**config.mk**
```make
export PLATFORM = sky130hd
export DESIGN_NAME = packet_framer_fletcher_checksum
export DESIGN_NICKNAME = d
export VERILOG_FILES = /design/src/rtl/pkf_pkg.sv /design/src/rtl/pkf_front.sv /design/src/rtl/pkf_queue.sv /design/src/rtl/pkf_back.sv /design/src/rtl/packet_framer_fletcher_checksum.sv
export SDC_FILE = /design/constraint.sdc
export NUM_CORES = 1
export LEC_CHECK = 0
export BUFFER_PORTS_ARGS = -buffer_cell sky130_fd_sc_hd__clkbuf_2
export CAP_MARGIN = 10
export CORE_MARGIN = 5
export CORE_UTILIZATION = 30
export CTS_BUF_LIST = sky130_fd_sc_hd__clkbuf_16
export DETAILED_ROUTE_END_ITERATION = 6
export SKIP_CTS_REPAIR_TIMING = 1
export SLEW_MARGIN = 20
export SYNTH_ARGS = -nofsm -noshare
export SYNTH_HDL_FRONTEND = slang
export SYNTH_SLANG_ARGS = --single-unit
```
**constraint.sdc**
```tcl
create_clock -name clk -period 8 [get_ports clk]
set_input_delay 2 -clock clk [delete_from_list [all_inputs] [get_ports clk]]
set_output_delay 2 -clock clk [all_outputs]
set_load 0.05 [all_outputs]
```
**src/rtl/pkf_pkg.sv**
```systemverilog
// Shared types, constants and checksum helper for the packet framer.
`timescale 1ns / 1ps

package pkf_pkg;

  // Depth of the command queue between the front and back parts.
  localparam int QDepth = 4;
  localparam int QAddrW = $clog2(QDepth);
  localparam int QCountW = $clog2(QDepth + 1);

  // Mask for the mod 256 sums.
  localparam logic [7:0] ByteMask = 8'hFF;

  // Input item modes.
  localparam logic ModeHeader = 1'b0;
  localparam logic ModePayload = 1'b1;

  // Kind of work that the back part carries out.
  typedef enum logic [1:0] {
    CMD_HDR,
    CMD_PAY,
    CMD_ERR
  } cmd_kind_t;

  // One classified item as it travels through the queue.
  typedef struct packed {
    cmd_kind_t   kind;
    logic        last;
    logic [15:0] preamble;
    logic [15:0] msg_id;
    logic [15:0] msg_len;
    logic [7:0]  data;
    logic [7:0]  sum_a;
    logic [7:0]  sum_b;
  } cmd_t;

  // Beat index within one command.
  typedef logic [2:0] step_t;

  // Fletcher sums over the four header bytes, starting from zero.
  // Returns {sum_b, sum_a}.
  function automatic logic [15:0] hdr_sums(input logic [15:0] id, input logic [15:0] len);
    logic [7:0] bytes [4];
    logic [7:0] a;
    logic [7:0] b;
    bytes[0] = id[7:0];
    bytes[1] = id[15:8];
    bytes[2] = len[7:0];
    bytes[3] = len[15:8];
    a = 8'h00;
    b = 8'h00;
    for (int i = 0; i < 4; i++) begin
      a = (a + bytes[i]) & ByteMask;
      b = (b + a) & ByteMask;
    end
    return {b, a};
  endfunction

endpackage

```
**src/rtl/pkf_front.sv**
```systemverilog
// Front part: accepts input beats, tracks packet state and sums, builds commands.
`timescale 1ns / 1ps

module pkf_front #(
  parameter int MAX_PAYLOAD = 49
) (
  input  logic         clk,
  input  logic         rst,
  input  logic         cfg_wr_en,
  input  logic [15:0]  cfg_wr_data,
  input  logic         in_valid,
  output logic         in_stall,
  input  logic         mode,
  input  logic [15:0]  message_id,
  input  logic [15:0]  payload_length,
  input  logic [7:0]   data_byte,
  output logic         push,
  output pkf_pkg::cmd_t push_cmd,
  input  logic         q_full
);
  import pkf_pkg::*;

  localparam int LenW = $clog2(MAX_PAYLOAD + 1);
  localparam logic [15:0] MaxLen = 16'(MAX_PAYLOAD);

  logic [15:0]     preamble;
  logic [7:0]      sum_a;
  logic [7:0]      sum_b;
  logic [LenW-1:0] bytes_left;
  logic            in_packet;

  logic            accept;
  logic [15:0]     hsum;
  logic [7:0]      pay_a;
  logic [7:0]      pay_b;
  logic            len_bad;
  logic            pay_last;

  assign in_stall = q_full;
  assign accept   = in_valid && !in_stall;

  // Checksum arithmetic for both kinds of beat.
  assign hsum     = hdr_sums(message_id, payload_length);
  assign pay_a    = sum_a + data_byte;
  assign pay_b    = sum_b + pay_a;
  assign len_bad  = payload_length > MaxLen;
  assign pay_last = bytes_left == LenW'(1);

  // Classify the beat into a command for the back part.
  always_comb begin
    push              = 1'b0;
    push_cmd          = '0;
    push_cmd.preamble = preamble;
    push_cmd.msg_id   = message_id;
    push_cmd.msg_len  = payload_length;
    push_cmd.data     = data_byte;
    if (mode == ModeHeader) begin
      push = accept;
      if (len_bad) begin
        push_cmd.kind = CMD_ERR;
        push_cmd.last = 1'b1;
      end else begin
        push_cmd.kind  = CMD_HDR;
        push_cmd.last  = payload_length == 16'd0;
        push_cmd.sum_a = hsum[7:0];
        push_cmd.sum_b = hsum[15:8];
      end
    end else begin
      // Payload outside a packet is dropped without a command.
      push           = accept && in_packet;
      push_cmd.kind  = CMD_PAY;
      push_cmd.last  = pay_last;
      push_cmd.sum_a = pay_a;
      push_cmd.sum_b = pay_b;
    end
  end

  // Configuration register.
  always_ff @(posedge clk) begin
    if (rst) begin
      preamble <= 16'h0000;
    end else if (cfg_wr_en) begin
      preamble <= cfg_wr_data;
    end
  end

  // Packet state and running sums.
  always_ff @(posedge clk) begin
    if (rst) begin
      sum_a      <= 8'h00;
      sum_b      <= 8'h00;
      bytes_left <= '0;
      in_packet  <= 1'b0;
    end else if (accept) begin
      if (mode == ModeHeader) begin
        if (len_bad || payload_length == 16'd0) begin
          sum_a      <= 8'h00;
          sum_b      <= 8'h00;
          bytes_left <= '0;
          in_packet  <= 1'b0;
        end else begin
          sum_a      <= hsum[7:0];
          sum_b      <= hsum[15:8];
          bytes_left <= payload_length[LenW-1:0];
          in_packet  <= 1'b1;
        end
      end else if (in_packet) begin
        sum_a      <= pay_a;
        sum_b      <= pay_b;
        bytes_left <= bytes_left - LenW'(1);
        in_packet  <= !pay_last;
      end
    end
  end

endmodule

```
**src/rtl/pkf_queue.sv**
```systemverilog
// Short command queue that decouples the front and back parts.
`timescale 1ns / 1ps

module pkf_queue (
  input  logic          clk,
  input  logic          rst,
  input  logic          push,
  input  pkf_pkg::cmd_t push_cmd,
  output logic          full,
  input  logic          pop,
  output logic          q_valid,
  output pkf_pkg::cmd_t q_cmd
);
  import pkf_pkg::*;

  cmd_t              slots [QDepth];
  logic [QAddrW-1:0] wr_ptr;
  logic [QAddrW-1:0] rd_ptr;
  logic [QCountW-1:0] count;
  logic              do_push;
  logic              do_pop;

  assign full    = count == QCountW'(QDepth);
  assign q_valid = count != '0;
  assign q_cmd   = slots[rd_ptr];
  assign do_push = push && !full;
  assign do_pop  = pop && q_valid;

  // Entry storage.
  always_ff @(posedge clk) begin
    if (do_push) begin
      slots[wr_ptr] <= push_cmd;
    end
  end

  // Pointers and fill count.
  always_ff @(posedge clk) begin
    if (rst) begin
      wr_ptr <= '0;
      rd_ptr <= '0;
      count  <= '0;
    end else begin
      if (do_push) begin
        wr_ptr <= (wr_ptr == QAddrW'(QDepth - 1)) ? '0 : wr_ptr + QAddrW'(1);
      end
      if (do_pop) begin
        rd_ptr <= (rd_ptr == QAddrW'(QDepth - 1)) ? '0 : rd_ptr + QAddrW'(1);
      end
      if (do_push && !do_pop) begin
        count <= count + QCountW'(1);
      end else if (do_pop && !do_push) begin
        count <= count - QCountW'(1);
      end
    end
  end

endmodule

```
**src/rtl/pkf_back.sv**
```systemverilog
// Back part: expands each command into output beats through an output register.
`timescale 1ns / 1ps

module pkf_back (
  input  logic          clk,
  input  logic          rst,
  input  logic          q_valid,
  input  pkf_pkg::cmd_t q_cmd,
  output logic          pop,
  output logic          out_valid,
  input  logic          out_stall,
  output logic [7:0]    out_byte,
  output logic          end_of_packet,
  output logic          length_error
);
  import pkf_pkg::*;

  cmd_t       cur;
  logic       cur_valid;
  step_t      step;

  logic       out_free;
  logic       advance;
  logic       last_step;
  step_t      final_step;
  logic [7:0] beat_byte;
  logic       beat_eop;
  logic       beat_err;

  assign out_free  = !out_valid || !out_stall;
  assign advance   = cur_valid && out_free;
  assign last_step = step == final_step;
  assign pop       = q_valid && (!cur_valid || (advance && last_step));

  // Select the byte for the current step of the command.
  always_comb begin
    beat_byte  = 8'h00;
    beat_eop   = 1'b0;
    beat_err   = 1'b0;
    final_step = step_t'(0);
    case (cur.kind)
      CMD_HDR: begin
        final_step = cur.last ? step_t'(7) : step_t'(5);
        case (step)
          3'd0:    beat_byte = cur.preamble[7:0];
          3'd1:    beat_byte = cur.preamble[15:8];
          3'd2:    beat_byte = cur.msg_id[7:0];
          3'd3:    beat_byte = cur.msg_id[15:8];
          3'd4:    beat_byte = cur.msg_len[7:0];
          3'd5:    beat_byte = cur.msg_len[15:8];
          3'd6:    beat_byte = cur.sum_a;
          default: beat_byte = cur.sum_b;
        endcase
        beat_eop = cur.last && step == step_t'(7);
      end
      CMD_PAY: begin
        final_step = cur.last ? step_t'(2) : step_t'(0);
        case (step)
          3'd0:    beat_byte = cur.data;
          3'd1:    beat_byte = cur.sum_a;
          default: beat_byte = cur.sum_b;
        endcase
        beat_eop = cur.last && step == step_t'(2);
      end
      CMD_ERR: begin
        beat_eop = 1'b1;
        beat_err = 1'b1;
      end
      default: begin
        beat_byte = 8'h00;
      end
    endcase
  end

  // Current command and its step counter.
  always_ff @(posedge clk) begin
    if (rst) begin
      cur_valid <= 1'b0;
      step      <= '0;
    end else if (pop) begin
      cur_valid <= 1'b1;
      step      <= '0;
    end else if (advance) begin
      if (last_step) begin
        cur_valid <= 1'b0;
      end else begin
        step <= step + step_t'(1);
      end
    end
  end

  always_ff @(posedge clk) begin
    if (pop) begin
      cur <= q_cmd;
    end
  end

  // Output register.
  always_ff @(posedge clk) begin
    if (rst) begin
      out_valid <= 1'b0;
    end else if (advance) begin
      out_valid <= 1'b1;
    end else if (!out_stall) begin
      out_valid <= 1'b0;
    end
  end

  always_ff @(posedge clk) begin
    if (advance) begin
      out_byte      <= beat_byte;
      end_of_packet <= beat_eop;
      length_error  <= beat_err;
    end
  end

endmodule

```
**src/rtl/packet_framer_fletcher_checksum.sv**
```systemverilog
// Top level of the packet framer with trailing Fletcher checksum.
`timescale 1ns / 1ps
// Usage:
// The input channel takes one beat per item: mode 0 is a header with message_id and
// payload_length, mode 1 is one payload data_byte. The output channel carries one
// packet byte per beat with end_of_packet and length_error flags. Both channels use
// valid and stall; a beat moves when valid is high and stall is low.
// A header produces six beats (preamble, id, length, each low byte first), or eight
// with the checksum for a zero length packet. A payload byte produces one beat, and
// three on the last byte of the packet (byte, sum a, sum b). A header whose length
// exceeds MAX_PAYLOAD produces one error beat and no packet bytes.
// An item's first beat passes through the command queue, current command register and
// output register. The back part emits one beat per cycle while out_stall is low, so
// payload streams at one byte per cycle; the queue absorbs headers and checksums. The
// preamble register is written through cfg_wr_en and cfg_wr_data; the user must do so
// only while idle, as the block does not enforce it. Synchronous reset clears the
// preamble, packet state, queue and output register. When out_stall is high the
// output beat holds, the back part waits, and in_stall rises once the queue fills.

module packet_framer_fletcher_checksum #(
  parameter int MAX_PAYLOAD = 49
) (
  input  logic        clk,
  input  logic        rst,
  input  logic        cfg_wr_en,
  input  logic [15:0] cfg_wr_data,
  input  logic        in_valid,
  output logic        in_stall,
  input  logic        mode,
  input  logic [15:0] message_id,
  input  logic [15:0] payload_length,
  input  logic [7:0]  data_byte,
  output logic        out_valid,
  input  logic        out_stall,
  output logic [7:0]  out_byte,
  output logic        end_of_packet,
  output logic        length_error
);
  import pkf_pkg::*;

  logic push;
  cmd_t push_cmd;
  logic q_full;
  logic pop;
  logic q_valid;
  cmd_t q_cmd;

  pkf_front #(
    .MAX_PAYLOAD(MAX_PAYLOAD)
  ) u_front (
    .clk            (clk),
    .rst            (rst),
    .cfg_wr_en      (cfg_wr_en),
    .cfg_wr_data    (cfg_wr_data),
    .in_valid       (in_valid),
    .in_stall       (in_stall),
    .mode           (mode),
    .message_id     (message_id),
    .payload_length (payload_length),
    .data_byte      (data_byte),
    .push           (push),
    .push_cmd       (push_cmd),
    .q_full         (q_full)
  );

  pkf_queue u_queue (
    .clk      (clk),
    .rst      (rst),
    .push     (push),
    .push_cmd (push_cmd),
    .full     (q_full),
    .pop      (pop),
    .q_valid  (q_valid),
    .q_cmd    (q_cmd)
  );

  pkf_back u_back (
    .clk           (clk),
    .rst           (rst),
    .q_valid       (q_valid),
    .q_cmd         (q_cmd),
    .pop           (pop),
    .out_valid     (out_valid),
    .out_stall     (out_stall),
    .out_byte      (out_byte),
    .end_of_packet (end_of_packet),
    .length_error  (length_error)
  );

endmodule

```
==> run metrics, run 1 <==
via count of the first global-routing pass 10,200; Tmin final ~6.4 ns; sequential-to-total area share from yosys stat between 60 and 70%; number of antenna diodes 0; setup TNS 0 ns; Worst Skew around 0.016 ns; worst hold-check path type flip-flop to flip-flop; Req. time, crit path approximately 8.4 ns; YS warnings 0; Nets between 1,000 and 1,500; first-pass GRT wire length ~65 mm; Layout area overhead 14.6%; WL final roughly 43 mm; PD cells approximately 360 nW/um^2; worst r2r path cells 7; Crit. End Element flip-flop; max_slew headroom a little under a quarter; Final Hold Viols 0; CP cell instances clkbuf_2 -> ha_1 -> fa_1 -> xor2_1 -> ha_1 -> a21o_1 -> a21oi_1 -> xnor2_1 -> ha_1 -> nand2_1 -> o21ai_1 -> nor2_1 -> xor2_1 -> fa_1 -> inv_1 -> ha_1 -> a21o_1 -> a21oi_1 -> xnor2_1 -> xnor3_1 -> o21ai_1; core area 61,500 um^2; CP max stage delay 0.55 ns; Mean Syn Cell Area approximately 16 um^2; vias per cell just under 5; CTS tree done; Max-cap violations 0; root buf cell clkbuf_16; Cell Rows 91; status finished, final reports clean; Die W 259 um; RePlAce Congestion 0.862; Synth cell types 61; CTS H-tree depth 2; Clock transition at path regs 0.06 ns; Post-synth EDFFs roughly 390; Top FF cell, synth edfxtp_1; Final HPWL DP a little under 30 mm; Worst path most repeated cell ha_1; Worst Hold Depth 2; Setup CP Type input port to flip-flop; LEAKAGE around 7.5 nW; #FFs+latches synth around 440; layout cells sized above 1 about a fifth; Iteration-0 DRC Markers 740; fin crit share approximately four fifths; Die Ht around 260 um; worst vdd ir around 280 uV; pin count of the biggest net entering global routing 79; Total Power a little under 8 mW; Async S/R FF share, synth 0%; CTS max path bufs 3; Initial Utilization a little under a third; Ports 74; initial antenna violation count 0; grt total ovfl 0; actual slew at the worst max-slew pin around 1.1 ns; Clock Latency Late Sink between 0.5 and 0.6 ns; fmax around 0.16 GHz; Layout Cells excl Fill about 2,000; Fill cells 5,873; drt pass-1 iters 6; Mapped Nets about 1,300; Final Max Tran Viols 0; placed cell count between 1,500 and 2,000; WL/cell approximately 21 um; RSZ-0062 raised after global routing false; die area between 60,000 and 70,000 um^2; CP arrival 6.80 ns; CP Launch Type input port; Area after DPL about 20,000 um^2; Mapped Area 18,600 um^2; Remaining DRCs 0; vias post-DR 10,100; CP max FO 7; Num CTS Buffers 46; PortBufs between 70 and 80; final core utilization around 35%; Total GRT Usage between 10% and 20%; Final ANT Viol Nets 0; setup violators final 0; Final Instance Area 21,300 um^2; Post-Synthesis Cells ~1,100; slowest cell on the critical path fa_1; Sink Count ~440
placed cells by master (no fill, tap or decap), drive strengths merged, types with 6 or more instances in the layout:
cell type  Yosys  routed
o21ai         39      39
ha            56      56
buf           14      12
dfxtp         51      51
mux2i         22      22
edfxtp       385     385
a21o          10      10
clkbuf        34     120
clkinv         1      15
nor2          82      82
a211oi        11      11
mux4          75      75
or3            6       6
a221oi        10      10
nand2         39      39
mux2          14      14
fa            19      19
xnor2         25      25
nand3          7       7
a311oi         9       9
a22oi         17      17
nor3          18      18
inv           54      76
xor2          17      17
a21oi         52      52
cells by family (layout without fill, tap and decap cells):
kind of cell,count (synthesis),in the layout,synth area share [%]
DFF,436,436,67.7
and+or+nand+nor,184,184,4.52
AOI/OAI and AO/OA,181,181,6.46
muxes,111,111,11.1
buffers and inverters,103,226,2.10
adders and majority gates,75,75,5.82
xor gates and xnor gates,44,44,2.22
through the flow:
stage	setup WS [ns]	hold WS [ns]
final	1.58	0.473
after global routing	1.34	0.508
after CTS	1.64	0.474
after detailed placement	1.05	0.466
after global placement	1.10	0.448
after floorplan	1.57	0.436
sequential cells by signal, summed over array words and instances (netlist names), 2 cells and up:
| signal | cells |
|---|---|
| u_queue.slots | 300 |
| u_back.cur | 75 |
| u_front.preamble | 16 |
| u_back.out_byte | 8 |
| u_front.sum_a | 8 |
| u_front.sum_b | 8 |
| u_front.bytes_left | 6 |
| u_back.step | 3 |
| u_queue.count | 3 |
| u_queue.rd_ptr | 2 |
| u_queue.wr_ptr | 2 |
cell usage after synthesis, drive strengths merged (6+ instances only):
| cell type | number | area [um^2] |
|---|---|---|
| edfxtp | 385 | 11600 |
| nor2 | 82 | 308 |
| mux4 | 75 | 1690 |
| ha | 56 | 701 |
| inv | 54 | 203 |
| a21oi | 52 | 264 |
| dfxtp | 51 | 1020 |
| nand2 | 39 | 146 |
| o21ai | 39 | 195 |
| clkbuf | 34 | 128 |
| xnor2 | 25 | 219 |
| mux2i | 22 | 220 |
| fa | 19 | 380 |
| nor3 | 18 | 90.1 |
| a22oi | 17 | 128 |
| xor2 | 17 | 149 |
| buf | 14 | 56.3 |
| mux2 | 14 | 158 |
| a211oi | 11 | 82.6 |
| a21o | 10 | 75.1 |
| a221oi | 10 | 87.6 |
| a311oi | 9 | 78.8 |
| nand3 | 7 | 35.0 |
| or3 | 6 | 37.5 |
report_power, final:
group	leakage [nW]	internal (mW)	switching, mW
logic	2.68	1.03	1.36
clock network	0.779	1.16	0.864
registers	4.00	3.00	0.267
total	7.46	5.19	2.49
layer usage:
layer	vias up	routed length, um	global-route usage [%]
met5	-	0	0
met4	0	1080	3.75
met3	59	2840	3.13
met2	313	19800	20.0
met1	5167	19700	17.9
li1	4589	-	-
worst max-delay path, delay by kind of cell:
kind,cells,cell delay (ns)
AO/OA/AOI/OAI,6,1.19
XOR/XNOR,5,1.02
adder cells (fa/ha/maj),6,2.24
buffers and inverters,2,0.20
AND/OR/NAND/NOR,2,0.15
area by class of cell:
cell class | instances | area (um^2) | share of cell area, %
sequential | 436 | 12600 | 59.1
multi-input combinational | 595 | 5620 | 26.4
clock buffer | 47 | 1180 | 5.52
tap | 790 | 988 | 4.64
timing repair buffer | 85 | 455 | 2.14
clock inverter | 39 | 258 | 1.21
inverter | 55 | 206 | 0.970
final timing paths:
check	start	end	slack [ns]
worst max-delay path	message_id[0]	u_queue.slots[1][7]$_DFFE_PP_	1.58
worst min-delay path	u_front.sum_a[3]$_SDFFE_PP0P_	u_front.sum_a[3]$_SDFFE_PP0P_	0.47
worst max register to register	u_queue.count[0]$_SDFFE_PP0P_	u_queue.slots[1][15]$_DFFE_PP_	4.39
worst min register to register	u_front.sum_a[3]$_SDFFE_PP0P_	u_front.sum_a[3]$_SDFFE_PP0P_	0.47
No activity file was read; power rests on OpenSTA's default activity.
==> run 2, diff against run 1 <==
--- a/config.mk
+++ b/config.mk
@@ -5,6 +5,7 @@
 export SDC_FILE = /design/constraint.sdc
 export NUM_CORES = 1
 export LEC_CHECK = 0
+export ABC_AREA = 1
 export BUFFER_PORTS_ARGS = -buffer_cell sky130_fd_sc_hd__clkbuf_2
 export CAP_MARGIN = 10
 export CORE_MARGIN = 5
==> constraint.sdc (replaced) <==
create_clock -name clk -period 5.3 [get_ports clk]
set_input_delay 1.325 -clock clk [delete_from_list [all_inputs] [get_ports clk]]
set_output_delay 1.325 -clock clk [all_outputs]
set_load 0.05 [all_outputs]
==> run 2 against run 1 <==
  * The flow now finishes with violations (negative setup slack)
  * Largest power group is now combinational logic
  * Critical path type unchanged
  * Combinational power grew 110%
  * Clock skew is 0.0018 ns higher
  * Synthesized cell count grew 44%
  * Setup slack got worse by 1.6 ns
  * First-iteration DRC count is 49% higher
  * Routed wire length increased by 16%
  * Flip-flop and latch count unchanged
  * Register-to-register slack got worse by 2.0 ns
  * Die area is 2.0% higher
  * Via count rose by 27%
  * Hold slack improved by 0.0090 ns
  * Final cell count rose by 30%
==> run metrics, run 2 <==
pin count of the biggest net entering global routing 99 (+25%); most frequent cells in the layout edfxtp_1, o21ai_0, nor2_1; vias per cell 4.85 (-2.0%); Clock Latency Late Sink 0.56 ns (about the same); Crit. End Element flip-flop; Final Max Tran Viols 0 (unchanged); Sink Count 436 (unchanged); Final HPWL DP 32.9 mm (+14%); sequential-to-total area share from yosys stat 66.4% (-1.4 points); setup TNS -0.229 ns (-0.229 ns); Synth cell types 46 (-25%); worst vdd ir 547 uV (+97%); Num CTS Buffers 43 (-6.5%); WL final 50.2 mm (+16%); first-pass GRT wire length 75.9 mm (+17%); Ports 74 (unchanged); Largest delay share family, worst path adder cells; number of antenna diodes 0 (unchanged); YS warnings 0 (unchanged); failing checks negative setup slack; max_slew headroom 31.0% (+7.5 points); max reg flops 300 (unchanged); Total Power 13.0 mW (+69%); Iteration-0 DRC Markers 1,101 (+49%); Synth top cells by count edfxtp_1, o21ai_0, nor2_1; CP max stage delay 0.57 ns (+0.02 ns); root buf cell clkbuf_16; core area 62,900 um^2 (+2.2%); cell with the most instances after synthesis edfxtp_1; Mean Syn Cell Area 11.6 um^2 (-29%); Mapped Nets 1,770 (+39%); vias post-DR 12,900 (+27%); Routed met3 length 2.67 mm (-5.9%); Area contributors post-synth edfxtp_1, o21ai_0, dfxtp_1; Top reg by flops u_queue.slots; RSZ-0062 raised after global routing true; PortBufs 73 (unchanged); CTS H-tree depth 2 (unchanged); Worst Skew 0.0181 ns (+0.00179 ns); WL/cell 18.9 um (-11%); Clock transition at path regs 0.06 ns (about the same); Cell Rows 92 (+1.1%); RePlAce Congestion 0.845 (-1.9%); Worst path most repeated cell nand2_1; via count of the first global-routing pass 12,300 (+20%); #FFs+latches synth 436 (unchanged); WP buf/inv 6 (+4); grt total ovfl 0 (unchanged); drt pass-1 iters 7 (+1); biggest regs u_queue.slots x300, u_back.cur x75, u_front.preamble x16; layout cells sized above 1 17.7% (-2.0 points); initial antenna violation count 3 (+3); fin crit share 101%; Total GRT Usage 14.5% (+1.7 points); Final Instance Area 22,600 um^2 (+6.4%); Mapped Area 19,000 um^2 (+2.0%); Top FF cell, synth edfxtp_1; Req. time, crit path 5.60 ns (-2.78 ns); Setup CP Type input port to flip-flop; share of the synthesized area in the top cell type 61.0% (-1.2 points); CP Launch Type input port; PD cells 575 nW/um^2 (+59%); die area 68,300 um^2 (+2.0%); Layout Cells excl Fill 2,652 (+30%); worst hold-check path type flip-flop to flip-flop; Post-synth EDFFs 385 (unchanged); fmax 0.187 GHz; Tmin final 5.35 ns; Die Ht 261 um (+0.97%); routed length on met1 22.0 mm (+12%); Area after DPL 21,000 um^2 (+5.8%); status finished, violations left; Layout area overhead 19.5%; Nets 1,911 (+41%); Remaining DRCs 0 (unchanged); placed cell count 2,570 (+31%); setup violators final 5 (+5); CTS max path bufs 3 (unchanged); Die W 261 um (+0.97%); Max-cap violations 0 (unchanged); Async S/R FF share, synth 0% (unchanged); actual slew at the worst max-slew pin 1.04 ns (-0.110 ns); CP max FO 5 (-2); Yosys top cell by area edfxtp_1; slowest cell on the critical path fa_1; CTS tree done; CP arrival 5.65 ns (-1.15 ns); Final ANT Viol Nets 0 (unchanged); Max Used Layer met5; WL met2 24.5 mm (+23%); Final Hold Viols 0 (unchanged); Post-Synthesis Cells 1,633 (+44%); final core utilization 36.0% (+1.4 points); LEAKAGE 8.46 nW (+13%); Fill cells 6,156 (+4.8%); Final WS setup -0.0514 ns (-1.63 ns); Initial Utilization 30.2% (-0.055 points); most common cell after layout, fill and taps aside edfxtp_1
run 2: layout make-up:
| type | count | area [um^2] | area share [%] |
|---|---|---|---|
| multi-input combinational | 1005 | 6010 | 26.5 |
| clock buffer | 43 | 1080 | 4.75 |
| clock inverter | 34 | 325 | 1.44 |
| timing repair buffer | 165 | 1130 | 4.97 |
| inverter | 123 | 468 | 2.07 |
| sequential | 436 | 12600 | 55.6 |
| tap | 846 | 1060 | 4.67 |
run 2: cells by family after synthesis:
logic type | share of synthesized area, %
fa+ha+maj | 5.70
compound gates | 12.4
mux | 0.0594
flops | 66.4
buf+inv | 3.93
xor+xnor | 1.34
simple gates | 10.2
run 2: final timing paths:
kind / from / end / slack, ns / cells after the start
hold reg to reg: u_front.in_packet$_SDFFE_PP0P_ / u_front.in_packet$_SDFFE_PP0P_ / 0.48 / 2
setup reg to reg: u_back.step[1]$_SDFFE_PP0P_ / u_back.out_byte[0]$_DFFE_PP_ / 2.39 / 7
hold / removal: u_front.in_packet$_SDFFE_PP0P_ / u_front.in_packet$_SDFFE_PP0P_ / 0.48 / 2
setup / recovery: message_id[8] / u_queue.slots[1][7]$_DFFE_PP_ / -0.05 / 34
run 2: power by group:
group          switching, mW  internal, mW
combinational           3.11          2.00
sequential             0.310          4.56
clock                   1.26          1.77
run 2: per-layer routing:
| metal | vias to the layer above | GRT usage, % |
|---|---|---|
| li1 | 6110 | - |
| met1 | 6338 | 19.9 |
| met2 | 340 | 24.2 |
| met3 | 61 | 2.43 |
| met4 | 4 | 3.34 |
| met5 | - | 0 |
run 2: per-stage QoR:
stage                     setup WS, ns  hold slack [ns]
final                          -0.0514            0.482
after global placement          -0.640            0.469
after CTS                       -0.112            0.488
after global routing            -0.376            0.508
after detailed placement        -0.706            0.479
after floorplan                 -0.306            0.443
run 2: worst min-delay path: cells and delay by family, from the launching register on:
family / cells / cell delay (ns)
flops: 1 / 0.31
compound gates: 2 / 0.13
